--- config.mk ---
export PLATFORM = sky130hd
export DESIGN_NAME = distance_vector_route_table_unit
export DESIGN_NICKNAME = d
export VERILOG_FILES = /design/src/sv/dvrt_pkg.sv /design/src/sv/dvrt_front.sv /design/src/sv/dvrt_queue.sv /design/src/sv/dvrt_back.sv /design/src/sv/distance_vector_route_table_unit.sv
export SDC_FILE = /design/constraint.sdc
export NUM_CORES = 2
export LEC_CHECK = 0
export BUFFER_PORTS_ARGS = -buffer_cell sky130_fd_sc_hd__buf_2
export CAP_MARGIN = 30
export CORE_ASPECT_RATIO = 0.75
export CORE_UTILIZATION = 43
export CTS_CLUSTER_DIAMETER = 200
export DETAILED_ROUTE_END_ITERATION = 6
export GPL_TIMING_DRIVEN = 0
export HOLD_SLACK_MARGIN = 0.08
export PLACE_DENSITY = 0.64
export REMOVE_ABC_BUFFERS = 1
export SETUP_SLACK_MARGIN = 0.5
export SYNTH_ARGS = -nofsm -noshare
export SYNTH_HDL_FRONTEND = slang
export SYNTH_SLANG_ARGS = --single-unit
--- constraint.sdc ---
create_clock -name i_clk -period 11 [get_ports i_clk]
set_input_delay 0.55 -clock i_clk [delete_from_list [all_inputs] [get_ports i_clk]]
set_output_delay 0.55 -clock i_clk [all_outputs]
set_load 0.01 [all_outputs]
--- src/sv/dvrt_pkg.sv ---
// Shared types and constants of the distance-vector route table unit.
package dvrt_pkg;

    localparam int TABLE_DEPTH = 16;
    localparam int IDX_W       = (TABLE_DEPTH > 1) ? $clog2(TABLE_DEPTH) : 1;
    localparam int CNT_W       = $clog2(TABLE_DEPTH + 1);

    localparam int ADDR_W    = 32;
    localparam int DIST_W    = 8;
    localparam int ID_W      = 8;
    localparam int REQ_W     = 2;
    localparam int STATUS_W  = 3;
    localparam int CFG_IDX_W = 1;

    localparam int S_TDATA_W = 120;
    localparam int M_TDATA_W = 40;
    localparam int M_TUSER_W = 4;

    localparam int QUEUE_DEPTH = 2;
    localparam int QPTR_W      = (QUEUE_DEPTH > 1) ? $clog2(QUEUE_DEPTH) : 1;
    localparam int QLVL_W      = $clog2(QUEUE_DEPTH + 1);

    localparam logic [ADDR_W-1:0] OWN_NET_RESET  = 32'h0000_0000;
    localparam logic [ADDR_W-1:0] OWN_MASK_RESET = 32'hFFFF_FF00;
    localparam logic [DIST_W-1:0] DIST_MAX       = 8'hFF;

    typedef enum logic [REQ_W-1:0] {
        REQ_FORWARD = 2'd0,
        REQ_UPDATE  = 2'd1,
        REQ_LOAD    = 2'd2,
        REQ_UNUSED  = 2'd3
    } t_req;

    typedef enum logic [STATUS_W-1:0] {
        ST_DIRECT   = 3'd0,
        ST_FORWARD  = 3'd1,
        ST_EXPIRED  = 3'd2,
        ST_NOROUTE  = 3'd3,
        ST_REPLACED = 3'd4,
        ST_ADDED    = 3'd5,
        ST_IGNORED  = 3'd6
    } t_status;

    typedef enum logic [CFG_IDX_W-1:0] {
        CFG_OWN_NET  = 1'b0,
        CFG_OWN_MASK = 1'b1
    } t_cfg_reg;

    // What the table engine has to do with a request.
    typedef enum logic [1:0] {
        CMD_FINISHED = 2'd0,
        CMD_LOOKUP   = 2'd1,
        CMD_UPDATE   = 2'd2,
        CMD_LOAD     = 2'd3
    } t_cmd_kind;

    typedef struct packed {
        t_cmd_kind         kind;
        t_status           status;
        logic [ADDR_W-1:0] dest;
        logic [ADDR_W-1:0] mask;
        logic [DIST_W-1:0] hops;
        logic [ADDR_W-1:0] nip;
        logic [ID_W-1:0]   nid;
    } t_cmd;

    typedef struct packed {
        logic [ADDR_W-1:0] dest;
        logic [ADDR_W-1:0] mask;
        logic [ID_W-1:0]   nid;
        logic [ADDR_W-1:0] nip;
        logic [DIST_W-1:0] hops;
    } t_entry;

    typedef enum logic [1:0] {
        B_IDLE   = 2'd0,
        B_SCAN   = 2'd1,
        B_APPEND = 2'd2,
        B_DONE   = 2'd3
    } t_back_state;

    typedef struct packed {
        t_back_state      state;
        logic [CNT_W-1:0] count;
    } t_back_stat;

endpackage

--- src/sv/dvrt_front.sv ---
// Request front end: configuration registers and classification of incoming beats.
module dvrt_front
    import dvrt_pkg::*;
(
    input  logic                 i_clk,
    input  logic                 i_rst_n,
    input  logic                 i_s_tvalid,
    output logic                 o_s_tready,
    // dest_addr, entry_mask, entry_distance, from_ip, from_id, hop_limit
    input  logic [S_TDATA_W-1:0] i_s_tdata,
    // req_type
    input  logic [REQ_W-1:0]     i_s_tuser,
    input  logic                 i_cfg_valid,
    output logic                 o_cfg_ready,
    input  logic [CFG_IDX_W-1:0] i_cfg_index,
    input  logic [ADDR_W-1:0]    i_cfg_data,
    output logic                 o_cmd_valid,
    input  logic                 i_cmd_ready,
    output t_cmd                 o_cmd
);

    logic [ADDR_W-1:0] r_own_net;
    logic [ADDR_W-1:0] r_own_mask;

    logic [ADDR_W-1:0] dest;
    logic [ADDR_W-1:0] mask;
    logic [DIST_W-1:0] adv_dist;
    logic [ADDR_W-1:0] fip;
    logic [ID_W-1:0]   fid;
    logic [DIST_W-1:0] life;

    assign dest     = i_s_tdata[31:0];
    assign mask     = i_s_tdata[63:32];
    assign adv_dist = i_s_tdata[71:64];
    assign fip      = i_s_tdata[103:72];
    assign fid      = i_s_tdata[111:104];
    assign life     = i_s_tdata[119:112];

    assign o_cfg_ready = 1'b1;

    always_ff @(posedge i_clk) begin
        if (!i_rst_n) begin
            r_own_net  <= OWN_NET_RESET;
            r_own_mask <= OWN_MASK_RESET;
        end else if (i_cfg_valid) begin
            case (t_cfg_reg'(i_cfg_index))
                CFG_OWN_NET:  r_own_net  <= i_cfg_data;
                CFG_OWN_MASK: r_own_mask <= i_cfg_data;
                default: ;
            endcase
        end
    end

    assign o_s_tready  = i_cmd_ready;
    assign o_cmd_valid = i_s_tvalid;

    always_comb begin
        o_cmd.kind   = CMD_FINISHED;
        o_cmd.status = ST_IGNORED;
        o_cmd.dest   = dest;
        o_cmd.mask   = mask;
        o_cmd.hops   = adv_dist;
        o_cmd.nip    = fip;
        o_cmd.nid    = fid;
        case (t_req'(i_s_tuser))
            REQ_FORWARD: begin
                if (life == '0) begin
                    o_cmd.status = ST_EXPIRED;
                end else if ((dest & r_own_mask) == r_own_net) begin
                    o_cmd.status = ST_DIRECT;
                end else begin
                    o_cmd.kind = CMD_LOOKUP;
                end
            end
            REQ_UPDATE: begin
                // An advertised route costs one more hop through the neighbor.
                o_cmd.hops = (adv_dist == DIST_MAX) ? DIST_MAX : adv_dist + 1'b1;
                if (dest != r_own_net) begin
                    o_cmd.kind = CMD_UPDATE;
                end
            end
            REQ_LOAD: begin
                o_cmd.kind = CMD_LOAD;
            end
            default: ;
        endcase
    end

endmodule

--- src/sv/dvrt_queue.sv ---
// Short command queue between the front end and the table engine.
module dvrt_queue
    import dvrt_pkg::*;
(
    input  logic i_clk,
    input  logic i_rst_n,
    input  logic i_push_valid,
    output logic o_push_ready,
    input  t_cmd i_push_cmd,
    output logic o_pop_valid,
    input  logic i_pop_ready,
    output t_cmd o_pop_cmd
);

    t_cmd              r_mem [QUEUE_DEPTH];
    logic [QPTR_W-1:0] r_wr_ptr;
    logic [QPTR_W-1:0] r_rd_ptr;
    logic [QLVL_W-1:0] r_level;

    logic push;
    logic pop;

    assign o_push_ready = (r_level != QLVL_W'(QUEUE_DEPTH));
    assign o_pop_valid  = (r_level != '0);
    assign o_pop_cmd    = r_mem[r_rd_ptr];
    assign push         = i_push_valid && o_push_ready;
    assign pop          = o_pop_valid && i_pop_ready;

    always_ff @(posedge i_clk) begin
        if (push) begin
            r_mem[r_wr_ptr] <= i_push_cmd;
        end
    end

    always_ff @(posedge i_clk) begin
        if (!i_rst_n) begin
            r_wr_ptr <= '0;
            r_rd_ptr <= '0;
            r_level  <= '0;
        end else begin
            if (push) begin
                r_wr_ptr <= (r_wr_ptr == QPTR_W'(QUEUE_DEPTH - 1)) ? '0 : r_wr_ptr + 1'b1;
            end
            if (pop) begin
                r_rd_ptr <= (r_rd_ptr == QPTR_W'(QUEUE_DEPTH - 1)) ? '0 : r_rd_ptr + 1'b1;
            end
            if (push && !pop) begin
                r_level <= r_level + 1'b1;
            end else if (pop && !push) begin
                r_level <= r_level - 1'b1;
            end
        end
    end

endmodule

--- src/sv/dvrt_back.sv ---
// Table engine: route memory, sequential scan, replace and append, result register.
module dvrt_back
    import dvrt_pkg::*;
(
    input  logic                 i_clk,
    input  logic                 i_rst_n,
    input  logic                 i_cmd_valid,
    output logic                 o_cmd_ready,
    input  t_cmd                 i_cmd,
    output logic                 o_m_tvalid,
    input  logic                 i_m_tready,
    // next_hop_id, next_hop_ip
    output logic [M_TDATA_W-1:0] o_m_tdata,
    // status, table_full
    output logic [M_TUSER_W-1:0] o_m_tuser,
    output t_back_stat           o_stat
);

    t_entry r_mem [TABLE_DEPTH];
    t_entry r_q;
    logic [IDX_W-1:0] r_q_idx;

    t_back_state r_state, n_state;
    t_cmd        r_cmd, n_cmd;
    logic [CNT_W-1:0] r_count, n_count;
    logic [CNT_W-1:0] r_idx, n_idx;
    logic r_q_vld, n_q_vld;
    logic r_matched, n_matched;
    logic r_replaced, n_replaced;
    t_status           r_res, n_res;
    logic              r_res_full, n_res_full;
    logic [ID_W-1:0]   r_res_id, n_res_id;
    logic [ADDR_W-1:0] r_res_ip, n_res_ip;
    logic              r_out_valid, n_out_valid;
    t_status           r_out_status, n_out_status;
    logic              r_out_full, n_out_full;
    logic [ID_W-1:0]   r_out_id, n_out_id;
    logic [ADDR_W-1:0] r_out_ip, n_out_ip;

    logic             issue;
    logic [IDX_W-1:0] rd_addr;
    logic             wr_en;
    logic [IDX_W-1:0] wr_addr;
    t_entry           wr_entry;

    always_ff @(posedge i_clk) begin
        if (wr_en) begin
            r_mem[wr_addr] <= wr_entry;
        end
        r_q     <= r_mem[rd_addr];
        r_q_idx <= rd_addr;
    end

    assign wr_entry.dest = r_cmd.dest;
    assign wr_entry.mask = r_cmd.mask;
    assign wr_entry.nid  = r_cmd.nid;
    assign wr_entry.nip  = r_cmd.nip;
    assign wr_entry.hops = r_cmd.hops;

    assign issue   = (r_idx < r_count);
    assign rd_addr = r_idx[IDX_W-1:0];

    always_ff @(posedge i_clk) begin
        if (!i_rst_n) begin
            r_state     <= B_IDLE;
            r_count     <= '0;
            r_q_vld     <= 1'b0;
            r_out_valid <= 1'b0;
        end else begin
            r_state     <= n_state;
            r_count     <= n_count;
            r_q_vld     <= n_q_vld;
            r_out_valid <= n_out_valid;
        end
    end

    always_ff @(posedge i_clk) begin
        r_cmd        <= n_cmd;
        r_idx        <= n_idx;
        r_matched    <= n_matched;
        r_replaced   <= n_replaced;
        r_res        <= n_res;
        r_res_full   <= n_res_full;
        r_res_id     <= n_res_id;
        r_res_ip     <= n_res_ip;
        r_out_status <= n_out_status;
        r_out_full   <= n_out_full;
        r_out_id     <= n_out_id;
        r_out_ip     <= n_out_ip;
    end

    always_comb begin
        n_state      = r_state;
        n_cmd        = r_cmd;
        n_count      = r_count;
        n_idx        = r_idx;
        n_q_vld      = 1'b0;
        n_matched    = r_matched;
        n_replaced   = r_replaced;
        n_res        = r_res;
        n_res_full   = r_res_full;
        n_res_id     = r_res_id;
        n_res_ip     = r_res_ip;
        n_out_valid  = r_out_valid && !i_m_tready;
        n_out_status = r_out_status;
        n_out_full   = r_out_full;
        n_out_id     = r_out_id;
        n_out_ip     = r_out_ip;
        o_cmd_ready  = 1'b0;
        wr_en        = 1'b0;
        wr_addr      = r_q_idx;

        case (r_state)
            B_IDLE: begin
                o_cmd_ready = 1'b1;
                if (i_cmd_valid) begin
                    n_cmd      = i_cmd;
                    n_idx      = '0;
                    n_matched  = 1'b0;
                    n_replaced = 1'b0;
                    n_res      = i_cmd.status;
                    n_res_full = 1'b0;
                    n_res_id   = '0;
                    n_res_ip   = '0;
                    case (i_cmd.kind)
                        CMD_LOOKUP, CMD_UPDATE: n_state = B_SCAN;
                        CMD_LOAD:               n_state = B_APPEND;
                        default:                n_state = B_DONE;
                    endcase
                end
            end
            B_SCAN: begin
                // Reads run one entry ahead of the compare on the registered read data.
                n_q_vld = issue;
                if (issue) begin
                    n_idx = r_idx + 1'b1;
                end
                if (r_q_vld) begin
                    if (r_cmd.kind == CMD_LOOKUP) begin
                        if ((r_cmd.dest & r_q.mask) == r_q.dest) begin
                            n_res    = ST_FORWARD;
                            n_res_id = r_q.nid;
                            n_res_ip = r_q.nip;
                            n_q_vld  = 1'b0;
                            n_state  = B_DONE;
                        end
                    end else if (r_q.dest == r_cmd.dest) begin
                        n_matched = 1'b1;
                        if (r_q.nip == r_cmd.nip || r_cmd.hops < r_q.hops) begin
                            wr_en      = 1'b1;
                            n_replaced = 1'b1;
                        end
                    end
                end else if (!issue) begin
                    if (r_cmd.kind == CMD_LOOKUP) begin
                        n_res   = ST_NOROUTE;
                        n_state = B_DONE;
                    end else if (r_replaced) begin
                        n_res   = ST_REPLACED;
                        n_state = B_DONE;
                    end else if (r_matched) begin
                        n_res   = ST_IGNORED;
                        n_state = B_DONE;
                    end else begin
                        n_state = B_APPEND;
                    end
                end
            end
            B_APPEND: begin
                if (r_count == CNT_W'(TABLE_DEPTH)) begin
                    n_res      = ST_IGNORED;
                    n_res_full = 1'b1;
                end else begin
                    wr_en   = 1'b1;
                    wr_addr = r_count[IDX_W-1:0];
                    n_count = r_count + 1'b1;
                    n_res   = ST_ADDED;
                end
                n_state = B_DONE;
            end
            B_DONE: begin
                if (!r_out_valid || i_m_tready) begin
                    n_out_valid  = 1'b1;
                    n_out_status = r_res;
                    n_out_full   = r_res_full;
                    n_out_id     = r_res_id;
                    n_out_ip     = r_res_ip;
                    n_state      = B_IDLE;
                end
            end
            default: n_state = B_IDLE;
        endcase
    end

    assign o_m_tvalid   = r_out_valid;
    assign o_m_tdata    = {r_out_ip, r_out_id};
    assign o_m_tuser    = {r_out_full, r_out_status};
    assign o_stat.state = r_state;
    assign o_stat.count = r_count;

endmodule

--- src/sv/distance_vector_route_table_unit.sv ---
// A request that needs no table access passes the queue and the engine's idle and
// done states into the result register. A lookup or update first scans the stored
// routes one entry per cycle over the single read port, a lookup stopping at its
// first match. One request is served at a time; a two-deep queue takes beats.
// Reset (synchronous, active low) empties the table and queue and restores the
// own-network registers to 0.0.0.0 and 255.255.255.0.
module distance_vector_route_table_unit
    import dvrt_pkg::*;
(
    input  logic                 i_clk,
    input  logic                 i_rst_n,
    input  logic                 i_s_tvalid,
    output logic                 o_s_tready,
    // dest_addr, entry_mask, entry_distance, from_ip, from_id, hop_limit
    input  logic [S_TDATA_W-1:0] i_s_tdata,
    // req_type
    input  logic [REQ_W-1:0]     i_s_tuser,
    output logic                 o_m_tvalid,
    input  logic                 i_m_tready,
    // next_hop_id, next_hop_ip
    output logic [M_TDATA_W-1:0] o_m_tdata,
    // status, table_full
    output logic [M_TUSER_W-1:0] o_m_tuser,
    input  logic                 i_cfg_valid,
    output logic                 o_cfg_ready,
    input  logic [CFG_IDX_W-1:0] i_cfg_index,
    input  logic [ADDR_W-1:0]    i_cfg_data
);

    logic       front_valid;
    logic       front_ready;
    t_cmd       front_cmd;
    logic       queue_valid;
    logic       queue_ready;
    t_cmd       queue_cmd;
    t_back_stat back_stat;

    dvrt_front u_front (
        .i_clk       (i_clk),
        .i_rst_n     (i_rst_n),
        .i_s_tvalid  (i_s_tvalid),
        .o_s_tready  (o_s_tready),
        .i_s_tdata   (i_s_tdata),
        .i_s_tuser   (i_s_tuser),
        .i_cfg_valid (i_cfg_valid),
        .o_cfg_ready (o_cfg_ready),
        .i_cfg_index (i_cfg_index),
        .i_cfg_data  (i_cfg_data),
        .o_cmd_valid (front_valid),
        .i_cmd_ready (front_ready),
        .o_cmd       (front_cmd)
    );

    dvrt_queue u_queue (
        .i_clk        (i_clk),
        .i_rst_n      (i_rst_n),
        .i_push_valid (front_valid),
        .o_push_ready (front_ready),
        .i_push_cmd   (front_cmd),
        .o_pop_valid  (queue_valid),
        .i_pop_ready  (queue_ready),
        .o_pop_cmd    (queue_cmd)
    );

    dvrt_back u_back (
        .i_clk       (i_clk),
        .i_rst_n     (i_rst_n),
        .i_cmd_valid (queue_valid),
        .o_cmd_ready (queue_ready),
        .i_cmd       (queue_cmd),
        .o_m_tvalid  (o_m_tvalid),
        .i_m_tready  (i_m_tready),
        .o_m_tdata   (o_m_tdata),
        .o_m_tuser   (o_m_tuser),
        .o_stat      (back_stat)
    );

`ifndef SYNTHESIS
    a_count_bound: assert property (@(posedge i_clk) disable iff (!i_rst_n)
        back_stat.count <= CNT_W'(TABLE_DEPTH))
        else $error("route count exceeds table depth");

    a_count_monotonic: assert property (@(posedge i_clk) disable iff (!i_rst_n)
        $past(i_rst_n) |-> back_stat.count >= $past(back_stat.count))
        else $error("route count decreased without reset");

    a_append_done: assert property (@(posedge i_clk) disable iff (!i_rst_n)
        back_stat.state == B_APPEND |=> back_stat.state == B_DONE)
        else $error("append did not complete in one cycle");

    a_full_ignored: assert property (@(posedge i_clk) disable iff (!i_rst_n)
        o_m_tvalid && o_m_tuser[3] |-> o_m_tuser[2:0] == ST_IGNORED)
        else $error("table full flagged on a result that is not ignored");
`endif

endmodule
==> load_flow_metrics.sql <==
INSERT INTO impl_metrics (metric_group, metric, value, unit) VALUES
('layout', 'finalNetCount', '5023', ''),
('worst_hold_path', 'timing.hold.worst.class', 'in -> reg', ''),
('synthesis', 'count_of_different_cell_masters_after_synthesis', '58', ''),
('power_and_ir_drop', 'p_leak', '0.0358', 'uW'),
('route', 'drcViolationCount', '0', ''),
('route', 'drtAntennaViolNets', '0', ''),
('route', 'avgRoutedWirePerCell', '26.6', 'um'),
('sta', 'final.min_clock_period', '5.57', 'ns'),
('clock_tree', 'clock_latency', '0.85', 'ns'),
('critical_path', 'worstSetupPathType', 'reg -> reg', ''),
('synthesis', 'synth_edf_count', '2233', ''),
('placement', 'hpwlAfterDp', '143000', 'um'),
('floorplan', 'fp.dieArea', '0.211', 'sq mm'),
('sta', 'tns', '0', 'ns'),
('sta', 'setup_viol', '0', ''),
('route', 'detail_route.first_pass.iterations', '5', ''),
('layout', 'flow.area_growth_from_synthesis', '21.5', '%'),
('critical_path', 'path_delay_family', 'simple AND/OR/NAND/NOR gates', ''),
('grt', 'grt_pass1_wl', '306000', 'um'),
('synthesis', 'synth.yosys.seq_area_share', '78.7', '%'),
('clock_tree', 'post_cts_resized', '0', ''),
('power_and_ir_drop', 'finalPower', '27500', 'uW'),
('layout', 'n_fill_cell', '15800', ''),
('run_status', 'outcome', 'completed', ''),
('grt', 'first_global_vias', '44000', ''),
('sta', 'fmax', '179', 'MHz'),
('sta', 'clock_skew', '0.0412', 'ns'),
('floorplan', 'pin_count', '207', ''),
('floorplan', 'die-height', '398', 'um'),
('placement', 'routabilityCongestion', '0.803', ''),
('critical_path', 'crit_required', '11.52', 'ns'),
('route', 'first_iter_violations', '4353', ''),
('power_and_ir_drop', 'pwr_density_cell', '251', 'mW/mm^2'),
('sta', 'finalHoldViolCount', '0', ''),
('route', 'total_via_count_in_the_routed_design', '43200', ''),
('sta', 'final.period_utilization', '50.6', '%'),
('sta', 'final-max-slew-violation-count', '0', ''),
('sta', 'tightest_slew', '1.07', 'ns'),
('run', 'max-cap-violations', '0', ''),
('clock_tree', 'clock_path_buffers', '3', ''),
('synthesis', 'total_standard_cell_area_after_synthesis', '0.0901', 'sq mm'),
('clock_tree', 'worst_setup_hold_path_clk_slew', '0.06', 'ns'),
('clock_tree', 'htree_levels', '4', ''),
('clock_tree', 'cts_root_buffer', 'sky130_fd_sc_hd__clkbuf_16', ''),
('floorplan', 'initial_utilization', '43.3', '%'),
('critical_path', 'critical_path.most_common_cell', 'sky130_fd_sc_hd__buf_6', ''),
('layout', 'fraction_of_layout_instances_using_a_drive_strength_above_1', '33.0', '%'),
('floorplan', 'floorplan.die.width', '531', 'um'),
('synthesis', 'synthCells', '4031', ''),
('layout', 'final_core_utilization', '52.6', '%'),
('clock_tree', 'cts_setup_buffers', '0', ''),
('synthesis', 'syn-mean-instance-area', '22.4', 'sq um'),
('clock_tree', 'clock-sinks', '2427', ''),
('critical_path', 'critPathSlowestCell', 'sky130_fd_sc_hd__nor3b_2', ''),
('placement', 'io_buffers', '205', ''),
('critical_path', 'crit_arrival', '6.09', 'ns'),
('synthesis', 'syn_warnings', '0', ''),
('critical_path', 'critical_path_cell_sequence', 'xor2_1 -> nor4_1 -> nand4_1 -> or4_4 -> a2111oi_4 -> o21ai_2 -> nor3b_2 -> buf_6 -> buf_6 -> buf_6 -> buf_6 -> buf_6 -> buf_6', ''),
('critical_path', 'cp-start-kind', 'flip-flop', ''),
('floorplan', 'floorplan.rows', '145', ''),
('critical_path', 'setup.worst_path.end_class', 'flip-flop', ''),
('synthesis', 'synth.ff_latch_count', '2427', ''),
('route', 'route.detailed.vias_per_inst', '5.52', ''),
('power_and_ir_drop', 'ir_worst_vdd', '0.227', 'mV'),
('critical_path', 'critical_path.max_stage_delay', '0.86', 'ns'),
('clock_tree', 'postCtsHoldBufs', '142', ''),
('clock_tree', 'tritoncts_clock_tree', 'yes', ''),
('grt', 'grt_remaining_overflow', '0', ''),
('sta', 'worst_slew_margin_rel', '28.1', '%'),
('grt', 'antenna_violations_before_repair', '16', ''),
('synthesis', 'yosys_most_used_dff', 'sky130_fd_sc_hd__edfxtp_1', ''),
('critical_path', 'critical_path.n_buffers_inverters', '6', ''),
('grt', 'grt_max_degree', '81', ''),
('synthesis', 'ys_async_sr_fraction', '0', '%'),
('floorplan', 'design.core.area', '0.208', 'sq mm'),
('route', 'postRouteWirelength', '209000', 'um'),
('critical_path', 'crit_path_max_fanout', '18', ''),
('clock_tree', 'tritoncts.num_buffers', '226', ''),
('grt', 'track_usage', '19.9', '%'),
('sta', 'rsz0062_at_grt', 'false', '');
[worst register-to-register path: stages (launching register included)]
cell                        delay [ns]
sky130_fd_sc_hd__edfxtp_1         0.68
sky130_fd_sc_hd__xor2_1           0.29
sky130_fd_sc_hd__nor4_1           0.67
sky130_fd_sc_hd__nand4_1          0.28
sky130_fd_sc_hd__or4_4            0.55
sky130_fd_sc_hd__a2111oi_4        0.40
sky130_fd_sc_hd__o21ai_2          0.34
sky130_fd_sc_hd__nor3b_2          0.87
sky130_fd_sc_hd__buf_6            0.28
sky130_fd_sc_hd__buf_6            0.19
sky130_fd_sc_hd__buf_6            0.17
sky130_fd_sc_hd__buf_6            0.18
sky130_fd_sc_hd__buf_6            0.18
sky130_fd_sc_hd__buf_6            0.17
[layer usage]
metal | vias up | part of all wire (%) | GRT usage, %
met1 | 23100 | 42 | 27.9
li1 | 18300 | - | -
met4 | 12 | 2.1 | 4.52
met3 | 296 | 6.1 | 3.20
met5 | - | 0.042 | 0
met2 | 1536 | 50 | 32.9
[logic make-up (layout without fill, tap and decap cells)]
family                     count (synthesis)  after routing  share of synthesized area (%)
AOI/OAI and AO/OA                        148            148                           1.20
xor gates and xnor gates                 118            118                           1.15
adders and majority gates                 21             21                          0.292
buffers and inverters                    244           1253                           1.03
DFF                                     2427           2427                           78.7
muxes                                    679            679                           15.5
other                                      1              3                        0.00416
and+or+nand+nor                          393            393                           2.12
[worst paths after layout]
kind                           to  slack [ns]         startpoint  cells after the start
max           u_back.r_mem[7][74]        5.43  u_back.r_cmd[110]                     13
min          u_queue.r_mem[0][42]        0.14      i_s_tdata[66]                      3
max reg2reg   u_back.r_mem[7][74]        5.43  u_back.r_cmd[110]                     13
min reg2reg     u_back.r_out_full        0.42  u_back.r_res_full                      0
[synthesized netlist by cell type (3+ instances only)]
library cell,instances,share of area [%]
sky130_fd_sc_hd__xnor2_1,46,0.45
sky130_fd_sc_hd__o2111ai_1,3,0.029
sky130_fd_sc_hd__o22ai_1,18,0.12
sky130_fd_sc_hd__dfxtp_1,194,4.3
sky130_fd_sc_hd__or3_1,3,0.021
sky130_fd_sc_hd__mux2i_1,5,0.056
sky130_fd_sc_hd__nand3_1,30,0.17
sky130_fd_sc_hd__nand2_1,187,0.78
sky130_fd_sc_hd__nand2b_1,7,0.049
sky130_fd_sc_hd__nor2b_1,13,0.090
sky130_fd_sc_hd__clkbuf_1,121,0.50
sky130_fd_sc_hd__and2_1,50,0.35
sky130_fd_sc_hd__a221oi_1,4,0.039
sky130_fd_sc_hd__and3_1,4,0.028
sky130_fd_sc_hd__a31oi_1,6,0.042
sky130_fd_sc_hd__a21o_1,3,0.025
sky130_fd_sc_hd__nor3_1,21,0.12
sky130_fd_sc_hd__nand4_1,26,0.18
sky130_fd_sc_hd__a21boi_0,43,0.36
sky130_fd_sc_hd__nor2_1,16,0.067
sky130_fd_sc_hd__a22o_1,4,0.039
sky130_fd_sc_hd__nor3b_1,4,0.033
sky130_fd_sc_hd__edfxtp_1,2233,74
sky130_fd_sc_hd__a211o_1,3,0.029
sky130_fd_sc_hd__xor2_1,72,0.70
sky130_fd_sc_hd__o32a_1,3,0.033
sky130_fd_sc_hd__nor4_1,22,0.15
sky130_fd_sc_hd__ha_1,21,0.29
sky130_fd_sc_hd__mux4_2,560,14
sky130_fd_sc_hd__a22oi_1,12,0.10
sky130_fd_sc_hd__inv_1,69,0.29
sky130_fd_sc_hd__a21oi_1,12,0.067
sky130_fd_sc_hd__o21a_1,4,0.033
sky130_fd_sc_hd__o21ai_0,15,0.083
sky130_fd_sc_hd__mux2_2,114,1.4
sky130_fd_sc_hd__buf_1,50,0.21
[sequential cells by signal (all words and copies together), names as in the netlist, 2 cells and up, named ones only]
register,flops
u_back.r_q,112
u_back.r_cmd,114
u_back.r_out_status,3
u_front.r_own_mask,32
u_back.r_out_ip,32
u_back.r_idx,5
u_queue.r_mem,232
u_queue.r_level,2
u_back.r_res_id,8
u_back.r_res_ip,32
u_back.r_count,5
u_back.r_out_id,8
u_back.r_q_idx,4
u_front.r_own_net,32
u_back.r_res,3
u_back.r_mem,1792
u_back.r_state,2
[layout by cell type (no fill, tap or decap), drive strengths merged, types with 6 or more instances in the layout]
cell / n
nand2: 187
nand3: 30
dfxtp: 194
a22oi: 12
o22ai: 18
a31oi: 6
ha: 21
mux4: 560
dlygate4sd3: 143
clkinv: 79
and2: 51
inv: 76
xor2: 72
xnor2: 46
o21ai: 16
buf: 614
nor4: 23
a21oi: 12
nand4: 26
nor2b: 13
clkinvlp: 8
nand2b: 7
edfxtp: 2233
clkbuf: 313
nor2: 16
nor3: 21
bufinv: 20
a21boi: 43
mux2: 114
[per-stage QoR]
step | cells | instance area [sq um] | hold slack [ns] | worst slack (ns)
floorplan | 3856 | 89400 | 0.400 | -7.67
global placement | 6854 | 94000 | 0.405 | -16.26
detailed placement | 7261 | 101000 | 0.405 | 5.24
CTS | 7829 | 109000 | 0.0810 | 5.19
global route | 7834 | 109000 | 0.104 | 5.22
finish | 7835 | 109000 | 0.139 | 5.43
[final cells by class]
type / count / area [sq um] / area share (%)
timing repair buffer: 758 / 8920 / 8.15
tap: 2793 / 3490 / 3.19
clock buffer: 312 / 6320 / 5.77
multi-input combinational: 1360 / 18400 / 16.8
inverter: 69 / 267 / 0.243
sequential: 2427 / 70900 / 64.8
antenna: 2 / 5.00 / 0.00457
clock inverter: 114 / 1170 / 1.07
[power by group]
| part | internal (uW) | leakage (uW) | switching, uW |
|---|---|---|---|
| clock network | 4480 | 0.00367 | 3360 |
| registers | 11800 | 0.0218 | 1100 |
| logic | 3680 | 0.0103 | 3050 |
| total | 20000 | 0.0358 | 7500 |
Note: power is estimated with default switching activity, not from simulation.
